[src/sv/lcd4_pkg.sv]
// shared types, constants and helpers for the 4-bit character lcd sequencer
package lcd4_pkg;

  localparam int LINE_COLUMNS_DEF = 16;
  localparam int QUEUE_DEPTH      = 2;

  localparam logic [1:0] KIND_INIT  = 2'd0;
  localparam logic [1:0] KIND_POS   = 2'd1;
  localparam logic [1:0] KIND_WRITE = 2'd2;

  localparam logic [2:0] CFG_CURSOR_ON     = 3'd0;
  localparam logic [2:0] CFG_BLINK_ON      = 3'd1;
  localparam logic [2:0] CFG_CHAR_PAUSE_MS = 3'd2;
  localparam logic [2:0] CFG_INSTR_WAIT_US = 3'd3;
  localparam logic [2:0] CFG_DATA_WAIT_US  = 3'd4;

  localparam logic [15:0] INSTR_WAIT_RESET = 16'd1000;
  localparam logic [15:0] DATA_WAIT_RESET  = 16'd40;

  localparam logic [7:0] SET_ADDR_BASE = 8'h80;
  localparam logic [7:0] LINE2_BASE    = 8'h40;
  localparam logic [7:0] CHAR_LT       = 8'h3C;
  localparam logic [7:0] CHAR_GT       = 8'h3E;
  localparam logic [7:0] GLYPH_LT      = 8'h7F;
  localparam logic [7:0] GLYPH_GT      = 8'h7E;
  localparam logic [3:0] NIB_WAKE      = 4'b0011;
  localparam logic [3:0] NIB_4BIT      = 4'b0010;
  localparam logic [7:0] INSTR_FUNC    = 8'h28;
  localparam logic [7:0] INSTR_OFF     = 8'h08;
  localparam logic [7:0] INSTR_CLEAR   = 8'h01;
  localparam logic [7:0] INSTR_ENTRY   = 8'(2'b11 << 1);
  localparam logic [7:0] INSTR_DISP_ON = 8'h0C;
  localparam logic [9:0] MS_TO_US      = 10'd1000;
  localparam logic [4:0] COL_MAX       = 5'd31;

  localparam logic [3:0] INIT_LAST_STEP = 4'd13;
  localparam logic [3:0] INIT_WAKE_STEPS = 4'd4;

  typedef enum logic [1:0] {
    OP_INIT,
    OP_INSTR,
    OP_DATA
  } job_op_t;

  typedef struct packed {
    job_op_t     op;
    logic [7:0]  byte_val;
    logic [25:0] wait_before;
  } job_t;

  typedef struct packed {
    logic        cursor_on;
    logic        blink_on;
    logic [15:0] char_pause_ms;
    logic [15:0] instr_wait_us;
    logic [15:0] data_wait_us;
  } cfg_t;

  function automatic logic [7:0] init_byte(input logic [2:0] idx, input logic cursor,
                                           input logic blink);
    logic [7:0] b;
    case (idx)
      3'd0:    b = INSTR_FUNC;
      3'd1:    b = INSTR_OFF;
      3'd2:    b = INSTR_CLEAR;
      3'd3:    b = INSTR_ENTRY;
      default: b = INSTR_DISP_ON | {6'd0, cursor, blink};
    endcase
    return b;
  endfunction

endpackage

[src/sv/lcd4_front.sv]
// command front end: classifies commands, tracks the cursor column, builds jobs
module lcd4_front import lcd4_pkg::*; #(
  parameter int LINE_COLUMNS = LINE_COLUMNS_DEF
) (
  input  logic       clk,
  input  logic       rst_n,
  input  logic       in_valid,
  output logic       in_ready,
  input  logic [1:0] in_kind,
  input  logic [7:0] in_char_code,
  input  logic       in_line,
  input  logic [3:0] in_column_offset,
  input  cfg_t       cfg,
  input  logic       q_full,
  output logic       q_push,
  output job_t       q_job
);

  localparam logic [5:0] COLS = 6'(LINE_COLUMNS);

  logic [4:0] cursor_column_r, cursor_column_nxt;
  logic       accept;
  logic       emit;
  logic [7:0] glyph;

  assign in_ready = !q_full;
  assign accept   = in_valid && in_ready;

  always_comb begin
    case (in_char_code)
      CHAR_LT: glyph = GLYPH_LT;
      CHAR_GT: glyph = GLYPH_GT;
      default: glyph = in_char_code;
    endcase
  end

  always_comb begin
    emit              = 1'b0;
    cursor_column_nxt = cursor_column_r;
    q_job.op          = OP_INSTR;
    q_job.byte_val    = glyph;
    q_job.wait_before = '0;
    case (in_kind)
      KIND_INIT: begin
        emit              = 1'b1;
        q_job.op          = OP_INIT;
        cursor_column_nxt = '0;
      end
      KIND_POS: begin
        emit              = 1'b1;
        q_job.op          = OP_INSTR;
        q_job.byte_val    = SET_ADDR_BASE + (in_line ? LINE2_BASE : 8'h00)
                            + {4'd0, in_column_offset};
        cursor_column_nxt = {1'b0, in_column_offset};
      end
      KIND_WRITE: begin
        // zero bytes and writes past the line end are dropped
        if (in_char_code != 8'd0 && {1'b0, cursor_column_r} < COLS) begin
          emit              = 1'b1;
          q_job.op          = OP_DATA;
          q_job.wait_before = 26'(cfg.char_pause_ms) * 26'(MS_TO_US);
          if (cursor_column_r < COL_MAX) begin
            cursor_column_nxt = cursor_column_r + 5'd1;
          end
        end
      end
      default: begin
        emit = 1'b0;
      end
    endcase
  end

  assign q_push = accept && emit;

  always_ff @(posedge clk) begin
    if (!rst_n) begin
      cursor_column_r <= '0;
    end else if (accept) begin
      cursor_column_r <= cursor_column_nxt;
    end
  end

endmodule

[src/sv/lcd4_queue.sv]
// small job queue between the command front end and the transfer back end
module lcd4_queue import lcd4_pkg::*; #(
  parameter int DEPTH = QUEUE_DEPTH
) (
  input  logic clk,
  input  logic rst_n,
  input  logic push,
  input  job_t push_job,
  output logic full,
  input  logic pop,
  output job_t pop_job,
  output logic empty
);

  localparam int PW = (DEPTH > 1) ? $clog2(DEPTH) : 1;
  localparam int CW = $clog2(DEPTH + 1);
  localparam logic [PW-1:0] PTR_LAST = PW'(DEPTH - 1);

  job_t          mem_r [DEPTH];
  logic [PW-1:0] wr_ptr_r, wr_ptr_nxt;
  logic [PW-1:0] rd_ptr_r, rd_ptr_nxt;
  logic [CW-1:0] count_r, count_nxt;
  logic          do_push, do_pop;

  assign full    = (count_r == CW'(DEPTH));
  assign empty   = (count_r == '0);
  assign do_push = push && !full;
  assign do_pop  = pop && !empty;
  assign pop_job = mem_r[rd_ptr_r];

  always_comb begin
    wr_ptr_nxt = wr_ptr_r;
    rd_ptr_nxt = rd_ptr_r;
    count_nxt  = count_r;
    if (do_push) begin
      wr_ptr_nxt = (wr_ptr_r == PTR_LAST) ? '0 : wr_ptr_r + PW'(1);
    end
    if (do_pop) begin
      rd_ptr_nxt = (rd_ptr_r == PTR_LAST) ? '0 : rd_ptr_r + PW'(1);
    end
    if (do_push && !do_pop) begin
      count_nxt = count_r + CW'(1);
    end else if (do_pop && !do_push) begin
      count_nxt = count_r - CW'(1);
    end
  end

  always_ff @(posedge clk) begin
    if (do_push) begin
      mem_r[wr_ptr_r] <= push_job;
    end
  end

  always_ff @(posedge clk) begin
    if (!rst_n) begin
      wr_ptr_r <= '0;
      rd_ptr_r <= '0;
      count_r  <= '0;
    end else begin
      wr_ptr_r <= wr_ptr_nxt;
      rd_ptr_r <= rd_ptr_nxt;
      count_r  <= count_nxt;
    end
  end

endmodule

[src/sv/lcd4_back.sv]
// transfer back end: expands jobs into nibble transfers into an output register
module lcd4_back import lcd4_pkg::*; (
  input  logic        clk,
  input  logic        rst_n,
  input  logic        q_empty,
  input  job_t        q_job,
  output logic        q_pop,
  input  cfg_t        cfg,
  output logic        out_valid,
  input  logic        out_ready,
  output logic        out_reg_select,
  output logic [3:0]  out_nibble,
  output logic [25:0] out_wait_before_us,
  output logic [15:0] out_wait_after_us,
  output logic        out_last
);

  logic [3:0]  step_r, step_nxt;
  logic        out_valid_r, out_valid_nxt;
  logic        rs_r, last_r;
  logic [3:0]  nib_r;
  logic [25:0] before_r;
  logic [15:0] after_r;

  logic        load;
  logic        final_step;
  logic [3:0]  init_idx;
  logic        lo_half;
  logic [7:0]  cur_byte;
  logic        rs_c;
  logic [3:0]  nib_c;
  logic [25:0] before_c;
  logic [15:0] after_c;

  assign load       = !q_empty && (!out_valid_r || out_ready);
  assign final_step = (q_job.op == OP_INIT) ? (step_r == INIT_LAST_STEP) : step_r[0];
  assign q_pop      = load && final_step;
  assign init_idx   = step_r - INIT_WAKE_STEPS;

  always_comb begin
    rs_c     = (q_job.op == OP_DATA);
    lo_half  = step_r[0];
    cur_byte = q_job.byte_val;
    nib_c    = '0;
    before_c = '0;
    after_c  = '0;
    if (q_job.op == OP_INIT) begin
      lo_half  = init_idx[0];
      cur_byte = init_byte(init_idx[3:1], cfg.cursor_on, cfg.blink_on);
    end
    if (q_job.op == OP_INIT && step_r < INIT_WAKE_STEPS) begin
      // wake-up nibbles, each preceded by an instruction wait
      nib_c    = (step_r == INIT_WAKE_STEPS - 4'd1) ? NIB_4BIT : NIB_WAKE;
      before_c = 26'(cfg.instr_wait_us);
    end else if (!lo_half) begin
      nib_c    = cur_byte[7:4];
      before_c = q_job.wait_before;
    end else begin
      nib_c   = cur_byte[3:0];
      after_c = (q_job.op == OP_DATA) ? cfg.data_wait_us : cfg.instr_wait_us;
    end
  end

  always_comb begin
    step_nxt      = step_r;
    out_valid_nxt = out_valid_r;
    if (load) begin
      step_nxt      = final_step ? 4'd0 : step_r + 4'd1;
      out_valid_nxt = 1'b1;
    end else if (out_ready) begin
      out_valid_nxt = 1'b0;
    end
  end

  always_ff @(posedge clk) begin
    if (!rst_n) begin
      step_r      <= '0;
      out_valid_r <= 1'b0;
    end else begin
      step_r      <= step_nxt;
      out_valid_r <= out_valid_nxt;
    end
  end

  always_ff @(posedge clk) begin
    if (load) begin
      rs_r     <= rs_c;
      nib_r    <= nib_c;
      before_r <= before_c;
      after_r  <= after_c;
      last_r   <= final_step;
    end
  end

  assign out_valid          = out_valid_r;
  assign out_reg_select     = rs_r;
  assign out_nibble         = nib_r;
  assign out_wait_before_us = before_r;
  assign out_wait_after_us  = after_r;
  assign out_last           = last_r;

endmodule

[src/sv/char_lcd_4bit_sequencer.sv]
// top level: 4-bit character lcd sequencer with configuration registers
// the first transfer of an item passes through the job queue and then the back end's output register
// throughput: one transfer per cycle from the back end's nibble counter while out_ready holds; init
//   expands into 14 transfers, set position and write character into 2, dropped items none
// reset: config to its reset values, cursor column 0, queue and output register empty
module char_lcd_4bit_sequencer import lcd4_pkg::*; #(
  parameter int LINE_COLUMNS = LINE_COLUMNS_DEF
) (
  input  logic        clk,
  input  logic        rst_n,
  input  logic        in_valid,
  output logic        in_ready,
  input  logic [1:0]  in_kind,
  input  logic [7:0]  in_char_code,
  input  logic        in_line,
  input  logic [3:0]  in_column_offset,
  output logic        out_valid,
  input  logic        out_ready,
  output logic        out_reg_select,
  output logic [3:0]  out_nibble,
  output logic [25:0] out_wait_before_us,
  output logic [15:0] out_wait_after_us,
  output logic        out_last,
  input  logic        cfg_we,
  input  logic [2:0]  cfg_index,
  input  logic [15:0] cfg_data
);

  cfg_t cfg_r, cfg_nxt;
  logic q_push, q_full, q_pop, q_empty;
  job_t push_job, pop_job;

  always_comb begin
    cfg_nxt = cfg_r;
    if (cfg_we) begin
      case (cfg_index)
        CFG_CURSOR_ON:     cfg_nxt.cursor_on     = cfg_data[0];
        CFG_BLINK_ON:      cfg_nxt.blink_on      = cfg_data[0];
        CFG_CHAR_PAUSE_MS: cfg_nxt.char_pause_ms = cfg_data;
        CFG_INSTR_WAIT_US: cfg_nxt.instr_wait_us = cfg_data;
        CFG_DATA_WAIT_US:  cfg_nxt.data_wait_us  = cfg_data;
        default:           cfg_nxt = cfg_r;
      endcase
    end
  end

  always_ff @(posedge clk) begin
    if (!rst_n) begin
      cfg_r.cursor_on     <= 1'b0;
      cfg_r.blink_on      <= 1'b0;
      cfg_r.char_pause_ms <= '0;
      cfg_r.instr_wait_us <= INSTR_WAIT_RESET;
      cfg_r.data_wait_us  <= DATA_WAIT_RESET;
    end else begin
      cfg_r <= cfg_nxt;
    end
  end

  lcd4_front #(
    .LINE_COLUMNS(LINE_COLUMNS)
  ) u_front (
    .clk             (clk),
    .rst_n           (rst_n),
    .in_valid        (in_valid),
    .in_ready        (in_ready),
    .in_kind         (in_kind),
    .in_char_code    (in_char_code),
    .in_line         (in_line),
    .in_column_offset(in_column_offset),
    .cfg             (cfg_r),
    .q_full          (q_full),
    .q_push          (q_push),
    .q_job           (push_job)
  );

  lcd4_queue #(
    .DEPTH(QUEUE_DEPTH)
  ) u_queue (
    .clk     (clk),
    .rst_n   (rst_n),
    .push    (q_push),
    .push_job(push_job),
    .full    (q_full),
    .pop     (q_pop),
    .pop_job (pop_job),
    .empty   (q_empty)
  );

  lcd4_back u_back (
    .clk               (clk),
    .rst_n             (rst_n),
    .q_empty           (q_empty),
    .q_job             (pop_job),
    .q_pop             (q_pop),
    .cfg               (cfg_r),
    .out_valid         (out_valid),
    .out_ready         (out_ready),
    .out_reg_select    (out_reg_select),
    .out_nibble        (out_nibble),
    .out_wait_before_us(out_wait_before_us),
    .out_wait_after_us (out_wait_after_us),
    .out_last          (out_last)
  );

endmodule

[config.mk]
export PLATFORM = sky130hd
export DESIGN_NAME = char_lcd_4bit_sequencer
export DESIGN_NICKNAME = d
export VERILOG_FILES = /design/src/sv/lcd4_pkg.sv /design/src/sv/lcd4_front.sv /design/src/sv/lcd4_queue.sv /design/src/sv/lcd4_back.sv /design/src/sv/char_lcd_4bit_sequencer.sv
export SDC_FILE = /design/constraint.sdc
export NUM_CORES = 1
export LEC_CHECK = 0
export BUFFER_PORTS_ARGS = -buffer_cell sky130_fd_sc_hd__buf_2
export CAP_MARGIN = 10
export CORE_ASPECT_RATIO = 2
export CORE_UTILIZATION = 40
export DETAILED_ROUTE_END_ITERATION = 8
export GPL_ROUTABILITY_DRIVEN = 0
export SYNTH_ARGS = -nofsm -noshare
export SYNTH_HDL_FRONTEND = slang
export SYNTH_SLANG_ARGS = --single-unit
[constraint.sdc]
create_clock -name clk -period 5.6 [get_ports clk]
set_input_delay 0.28 -clock clk [delete_from_list [all_inputs] [get_ports clk]]
set_output_delay 0.28 -clock clk [all_outputs]
set_load 0.05 [all_outputs]
==> flow_summary.toml, run 1 <==
[finish]
nets = 1184
syn_to_final_growth_pct = 13.3
fin_area_sq_mm = 0.0115
drive_gt1_frac = 0.143
antennaDiodeCount = 0
post-route-util = 0.461

[place]
dp_hpwl_um = 17500
io_buffers = 88
place_area_sq_mm = 0.0110
dp_slack_ns = 1.04

[sta]
setup_viol = 0
finClkSkew_ns = 0.00816
finalCritPeriodShare = 0.829
hold_viol = 0
fmax_ghz = 0.215
min_period_ns = 4.64
finalSetupTns_ns = 0
rsz0062_at_grt = "no"
slew_headroom = 0.358
holdWs_ns = 0.116
drv_slew = 0
fin_ws_ns = 0.957
tightestPinTransition_ns = 0.961

[global_routing]
globalRouteOverflowTotal = 0
grt_max_degree = 67
grt_pass1_wl_um = 36800
antenna_found_initial = 0
grt_usage = 0.189
first_global_vias = 7176

[synthesis]
async_flop_share = 0
ys_types = 61
syn_inst = 947
synth_edf_count = 114
synth_top_flop_cell = "edfxtp_1"
yosysTopAreaCellShare = 0.336
ys_seq_area_frac = 0.464
yosys-top-cells-area = "edfxtp_1, dfxtp_1, fa_1"
synth_warnings = 0
avgSynthCellArea_sq_um = 10.7
syn_area_sq_mm = 0.0102
synth_nets = 1102
ys_ff_latch = 179
yosysTopAreaCell = "edfxtp_1"

[clock_tree]
cts_max_level = 4
cts-root-buf = "clkbuf_16"
cts_setup_buffers = 0
clock-sinks = 179
cts_tree = "done"
clk_latency_ns = 0.43
cts-buffers-inserted = 17
postCtsHoldBufs = 0
cts_buffer_depth = 2
clk_pin_slew_ns = 0.07
post_cts_resized = 0

[worst_setup_path]
worstSetupStartpointType = "register"
crit_type = "reg -> reg"
crit_path_end_kind = "register"
arrival_ns = 4.77
critPathMaxFanout = 6
required_ns = 5.73

[hold_path]
hold_class = "in -> reg"

[floorplanning]
die-height_um = 228
initial_core_util = 0.406
coreArea_sq_mm = 0.0250
ios = 89
row_count = 82
dieArea_sq_mm = 0.0261
dieWidth_um = 115

[detailed_routing]
drt_iter0_markers = 298
ant_nets = 0
drc = 0
wl_per_cell_um = 16.6
wl_um = 22800
viasPerCell = 5.01
via_count = 6902
dr.pass1.iters = 4

[power]
leakage_nw = 4.59
ir_worst_vdd_mv = 0.234
p_per_area_mw_per_mm2 = 311

[status]
status = "finished, final reports clean"

[flow_run]
maxCapViolCount = 0
==> layer usage <==
| metal | part of all wire | vias to the layer above | track usage |
|---|---|---|---|
| li1 | - | 3396 | - |
| met3 | 0.020 | 46 | 0.0245 |
| met2 | 0.59 | 108 | 0.381 |
| met4 | 0.046 | 0 | 0.105 |
| met1 | 0.35 | 3352 | 0.178 |
| met5 | 0 | - | 0 |
==> worst paths after layout <==
kind | from | to | slack, ns | cells after the start
worst max-delay path | cfg_r[36] | u_queue.mem_r[0][20] | 0.96 | 13
worst min-delay path | cfg_data[15] | cfg_r[15] | 0.12 | 3
worst max register to register | cfg_r[36] | u_queue.mem_r[0][20] | 0.96 | 13
worst min register to register | cfg_r[15] | cfg_r[15] | 0.46 | 2
==> layout make-up <==
type,count,area [sq um]
fillers,2445,13500
multi-input cells,640,4940
flip-flops and latches,179,4730
clock buffers,23,512
repair buffers,97,508
well taps,336,420
inverters,94,353
clock inverters,9,66.3
==> placed cells by master, fill, tap and decap left out, types with 3 or more instances in the layout <==
cell type  netlist  routed
a21o_1           7       7
o21ai_1          3       3
a31oi_1          6       6
o31ai_1         13      13
mux2i_1         47      47
o21a_1           7       7
nor3b_1          6       6
o21ai_0         25      25
ha_1            62      62
mux2_2           4       4
clkinv_2         0       4
and2_1          11      11
xor2_1           7       7
dfxtp_1         65      64
nand2_1        157     157
inv_1           93      92
xnor2_1          6       6
edfxtp_1       114     114
fa_1            54      54
clkbuf_16        0      20
and3_1           6       6
buf_2           13      88
nand2b_1         8       8
nor4_1           3       3
clkbuf_1        16       3
buf_4            3       9
a21oi_1         23      23
a21boi_0        43      43
nand3_1         23      23
o211ai_1         3       3
nor2b_1         15      13
nor3_1          13      13
nor2_1          55      55
==> registers in the layout, summed over array words and instances (netlist names), named ones only <==
signal / cells
cfg_r: 50
u_back.out_last: 1
u_back.out_nibble: 4
u_back.out_reg_select: 1
u_back.out_valid: 1
u_back.out_wait_after_us: 16
u_back.out_wait_before_us: 26
u_back.step_r: 4
u_front.cursor_column_r: 5
u_queue.count_r: 2
u_queue.mem_r: 66
u_queue.rd_ptr_r: 1
u_queue.wr_ptr_r: 1
==> report_power, final <==
| group | total, mW | switching (mW) | internal [mW] |
|---|---|---|---|
| logic | 0.819 | 0.612 | 0.207 |
| clock network | 1.16 | 0.504 | 0.652 |
| registers | 1.61 | 0.0459 | 1.57 |
| total | 3.59 | 1.16 | 2.43 |
==> worst max-delay path, cell delays in order, from the launching register on <==
cell      delay [ns]
dfxtp_1         0.46
inv_1           0.17
fa_1            0.58
fa_1            0.44
fa_1            0.51
fa_1            0.52
inv_1           0.04
ha_1            0.38
a21oi_1         0.21
nand2_1         0.09
o21ai_1         0.32
o21ai_0         0.22
a211oi_1        0.30
nor3_1          0.09
==> cells in the mapped netlist, types with 7 or more instances <==
| library cell | number |
|---|---|
| nand2_1 | 157 |
| edfxtp_1 | 114 |
| inv_1 | 93 |
| dfxtp_1 | 65 |
| ha_1 | 62 |
| nor2_1 | 55 |
| fa_1 | 54 |
| mux2i_1 | 47 |
| a21boi_0 | 43 |
| o21ai_0 | 25 |
| a21oi_1 | 23 |
| nand3_1 | 23 |
| clkbuf_1 | 16 |
| nor2b_1 | 15 |
| buf_2 | 13 |
| nor3_1 | 13 |
| o31ai_1 | 13 |
| and2_1 | 11 |
| nand2b_1 | 8 |
| a21o_1 | 7 |
| o21a_1 | 7 |
| xor2_1 | 7 |
==> kinds of logic after synthesis <==
logic type      synth area share
compound gates             0.103
xor+xnor                  0.0112
fa+ha+maj                  0.183
buf+inv                   0.0502
flops                      0.464
mux                       0.0529
simple gates               0.136
==> stage by stage <==
| stage | total power, mW | std cells |
|---|---|---|
| 2_1_floorplan | 2.25 | 947 |
| 3_3_place_gp | 2.46 | 1346 |
| 3_5_place_dp | 2.47 | 1346 |
| 4_1_cts | 3.62 | 1378 |
| 5_1_grt | 3.73 | 1378 |
| 6_report | 3.59 | 1378 |
(Power assumes the default switching activity.)
==> run 2, diff against run 1 <==
clock period = 4.4 ns   (was 5.6 ns; I/O delays follow)
==> flow_summary.toml, run 2 (synthesis results as in run 1) <==
[finish]
post-route-util = 0.473
drive_gt1_frac = 0.187
antennaDiodeCount = 0
syn_to_final_growth_pct = 16.5
nets = 1211
fin_area_sq_mm = 0.0119
final_cell_mix = "nand2_1, edfxtp_1, buf_2"
largest_register = "u_queue.mem_r"
final_cells = 1405
largest_reg_flops = 66
final_common_cell = "nand2_1"

[global_routing]
grt_usage = 0.189
grt_pass1_wl_um = 36600
antenna_found_initial = 0
grt_max_degree = 67
first_global_vias = 7178
globalRouteOverflowTotal = 0

[worst_setup_path]
critPathMaxFanout = 5
crit_path_end_kind = "register"
cp_common_cell = "fa_1"
crit_chain = "inv_1, fa_1, fa_1, fa_1, fa_1, inv_1, ha_1, o211ai_1, a21oi_2, nor2b_1, o21ai_0, nor2_1, nor3b_1"
rrSetupSlack_ns = 0.19
worstSetupStartpointType = "register"
max_stage_delay_ns = 0.57
rr_worst_depth = 13
arrival_ns = 4.42
crit_type = "reg -> reg"
required_ns = 4.61
cp_slowest_cell = "fa_1"

[sta]
finClkSkew_ns = 0.00769
fin_ws_ns = 0.194
hold_viol = 0
tightestPinTransition_ns = 1.07
finalCritPeriodShare = 0.956
slew_headroom = 0.289
setup_viol = 0
min_period_ns = 4.21
fmax_ghz = 0.238
drv_slew = 0
finalSetupTns_ns = 0

[floorplanning]
dieWidth_um = 115
die-height_um = 228
row_count = 82
ios = 89
initial_core_util = 0.406
coreArea_sq_mm = 0.0250
dieArea_sq_mm = 0.0261

[hold_path]
holdPathStages = 3
hold_class = "in -> reg"

[detailed_routing]
dr.pass1.iters = 5
ant_nets = 0
wl_um = 23000
via_count = 7016
drt_iter0_markers = 396
wl_per_cell_um = 16.4
viasPerCell = 4.99
drc = 0

[place]
dp_slack_ns = -0.149
io_buffers = 88
dp.cells = 1371
dp_hpwl_um = 17800
place_area_sq_mm = 0.0112

[clock_tree]
cts-buffers-inserted = 17
clk_latency_ns = 0.44
cts_tree = "done"
clock-sinks = 179
clk_pin_slew_ns = 0.07
cts_buffer_depth = 2
cts_max_level = 4
cts-root-buf = "clkbuf_16"

[power]
leakage_nw = 4.74
ir_worst_vdd_mv = 0.263
p_per_area_mw_per_mm2 = 392

[flow_run]
maxCapViolCount = 0

[status]
status = "finished, final reports clean"
[run 2: changes by cell type in the layout (fill, tap and decap cells not counted), sizes merged]
cell,before,now
clkinv,7,3
bufinv,0,1
inv,96,101
clkbuf,23,19
buf,97,124
clkinvlp,0,2
[run 2: worst max-delay path: cells and delay by family, from the launching register on]
family	cells	cell delay, ns
AOI/OAI and AO/OA	3	0.56
adders and majority gates	5	2.41
buffers and inverters	2	0.14
DFF	1	0.36
and+or+nand+nor	3	0.52
[run 2: layout make-up]
type,count,area (sq um)
multi-input cells,640,5030
clock buffers,19,464
repair buffers,124,723
clock inverters,13,134
flip-flops and latches,179,4730
well taps,336,420
inverters,94,353
fillers,2436,13200
[run 2: timing repair]
action | in CTS | in global routing
buffers inserted | 0 | 2
pin swaps | 0 | 7
resized for setup | 3 | 22
hold buffers | 0 | 0
setup endpoints to repair | 6 | 22
[run 2: path summary, 6_finish.rpt]
check / from / end
setup / recovery: cfg_r[34] / u_queue.mem_r[0][14]
hold / removal: cfg_data[3] / cfg_r[3]
setup reg to reg: cfg_r[34] / u_queue.mem_r[0][14]
hold reg to reg: cfg_r[15] / cfg_r[15]
[run 2: per-stage QoR]
stage	power, mW	hold slack [ns]
floorplan	2.86	0.344
global placement	3.15	0.443
detailed placement	3.16	0.447
CTS	4.69	0.0297
global route	4.83	0.0548
finish	4.64	0.0530
[run 2: power by group]
part	switching [mW]	total, mW	internal [mW]
sequential	0.0556	2.05	1.99
combinational	0.786	1.07	0.282
clock	0.680	1.53	0.847
total	1.52	4.64	3.12
[run 2: metal layers]
layer  vias up  track usage  routed length [um]
met2       112        0.384               13500
li1       3444            -                   -
met3        40       0.0277                 446
met1      3420        0.176                8110
met4         0        0.102                 999
met5         -            0                   0
==> run 3, diff against run 2 <==
CORE_UTILIZATION = 60   (was 40)
PLACE_DENSITY = 0.8   (was not set)
==> flow_summary.toml, run 3 (synthesis results as in run 1) <==
[worst_setup_path]
crit_type = "reg -> reg"
crit_start = "cfg_r[42]"
arrival_ns = 4.42
crit_path_end_kind = "register"
worstSetupStartpointType = "register"
reg2reg_from = "cfg_r[42]"
required_ns = 4.57
critPathMaxFanout = 4

[sta]
tightestPinTransition_ns = 1.10
finClkSkew_ns = 0.0114
fmax_ghz = 0.235
hold_viol = 0
drv_slew = 0
finalCritPeriodShare = 0.967
setup_viol = 0
min_period_ns = 4.25
slew_headroom = 0.268

[place]
dp.cells = 1236
place_area_sq_mm = 0.0109
dp_hpwl_um = 16900
io_buffers = 88

[floorplanning]
ios = 89
initial_core_util = 0.610
dieArea_sq_mm = 0.0175
row_count = 67
die-height_um = 186
coreArea_sq_mm = 0.0167
dieWidth_um = 94.1

[finish]
largest_reg_flops = 66
final_cell_mix = "nand2_1, edfxtp_1, buf_2"
drive_gt1_frac = 0.194
fin_area_sq_mm = 0.0117
final_cells = 1270
largest_register = "u_queue.mem_r"
syn_to_final_growth_pct = 14.6
nets = 1205
final_common_cell = "nand2_1"
antennaDiodeCount = 0

[power]
p_sw_frac = 0.330
power_frac_comb = 0.231
p_int_mw = 3.06
p_per_area_mw_per_mm2 = 392
clkPwrFrac = 0.319
p_switching_mw = 1.51
leakage_nw = 4.70
ir_worst_vdd_mv = 0.249
pwr-share-seq = 0.450

[clock_tree]
clk_pin_slew_ns = 0.07
clock-sinks = 179
cts-buffers-inserted = 17
cts_buffer_depth = 2
cts_max_level = 4
cts-root-buf = "clkbuf_16"
clk_latency_ns = 0.43
cts_tree = "done"

[detailed_routing]
dr.pass1.iters = 5
viasPerCell = 5.75
ant_nets = 0
via_count = 7304
drc = 0
drt_iter0_markers = 440
wl_um = 22600
wl_per_cell_um = 17.8

[global_routing]
grt_max_degree = 67
grt_pass1_wl_um = 35800
grt_usage = 0.275
globalRouteOverflowTotal = 0
antenna_found_initial = 0
first_global_vias = 7415

[hold_path]
worstHoldStart = "cfg_data[13]"
hold_class = "in -> reg"

[flow_run]
maxCapViolCount = 0

[status]
status = "finished, final reports clean"
==> run 3: cell count changes in the layout (fill, tap and decap cells not counted), moves of 3 or more <==
cell,before,now
buf_4,35,30
ha_1,60,56
dfxtp_1,62,59
ha_2,0,4
inv_4,0,6
==> run 3: metrics by stage <==
stage               utilization  setup TNS (ns)  setup WS (ns)  hold WS (ns)  total power, mW
floorplan                     -               0          0.269         0.344             2.86
CTS                       0.690               0       0.000548        0.0573             4.58
finish                    0.699               0          0.146        0.0687             4.57
global placement          0.655               0         0.0409         0.441             3.11
global route              0.699          -0.198        -0.0712        0.0676             4.75
detailed placement        0.655               0        0.00813         0.463             3.14
==> run 3: worst max-delay path, stage by stage (launching register included) <==
cell,delay [ns]
dfxtp_4,0.38
inv_4,0.06
fa_1,0.49
fa_1,0.52
inv_1,0.06
fa_1,0.50
inv_1,0.06
fa_1,0.50
inv_1,0.05
ha_2,0.33
and3_2,0.26
nand2_1,0.11
or2_1,0.28
a31oi_2,0.20
o21a_1,0.15
nor3_2,0.04
==> run 3: path summary, 6_finish.rpt <==
kind / cells past startpoint / end / slack, ns
worst max-delay path: 15 / u_queue.mem_r[1][23] / 0.15
worst min-delay path: 3 / cfg_r[13] / 0.07
worst max register to register: 15 / u_queue.mem_r[1][23] / 0.15
worst min register to register: 2 / cfg_r[1] / 0.47
==> run 3: power groups by stage <==
stage | clock, mW | sequential, mW | combinational [mW]
6_report | 1.46 | 2.06 | 1.05
3_5_place_dp | 0 | 2.10 | 1.04
3_3_place_gp | 0 | 2.09 | 1.03
4_1_cts | 1.47 | 2.06 | 1.05
5_1_grt | 1.54 | 2.07 | 1.14
2_1_floorplan | 0 | 2.44 | 0.418
==> run 3: what timing repair did <==
| action | in CTS | in global routing |
|---|---|---|
| resized for setup | 2 | 40 |
| setup endpoints to repair | 4 | 22 |
| hold buffers | 0 | 0 |
| setup buffers | 0 | 2 |
| pin swaps | 0 | 7 |
==> run 3: final cells by class <==
cell class	instances	area (sq um)
inverters	94	358
well taps	207	259
clock buffers	19	464
clock inverters	13	108
repair buffers	118	666
flip-flops and latches	179	4740
multi-input cells	640	5070
fillers	1220	5020
==> run 3: metal layers <==
layer  up-vias  part of all wire  global-route usage
met5         -                 0                   0
met2       237              0.56               0.520
met4         0             0.073               0.204
met3       104             0.036              0.0390
met1      3525              0.33               0.261
li1       3438                 -                   -
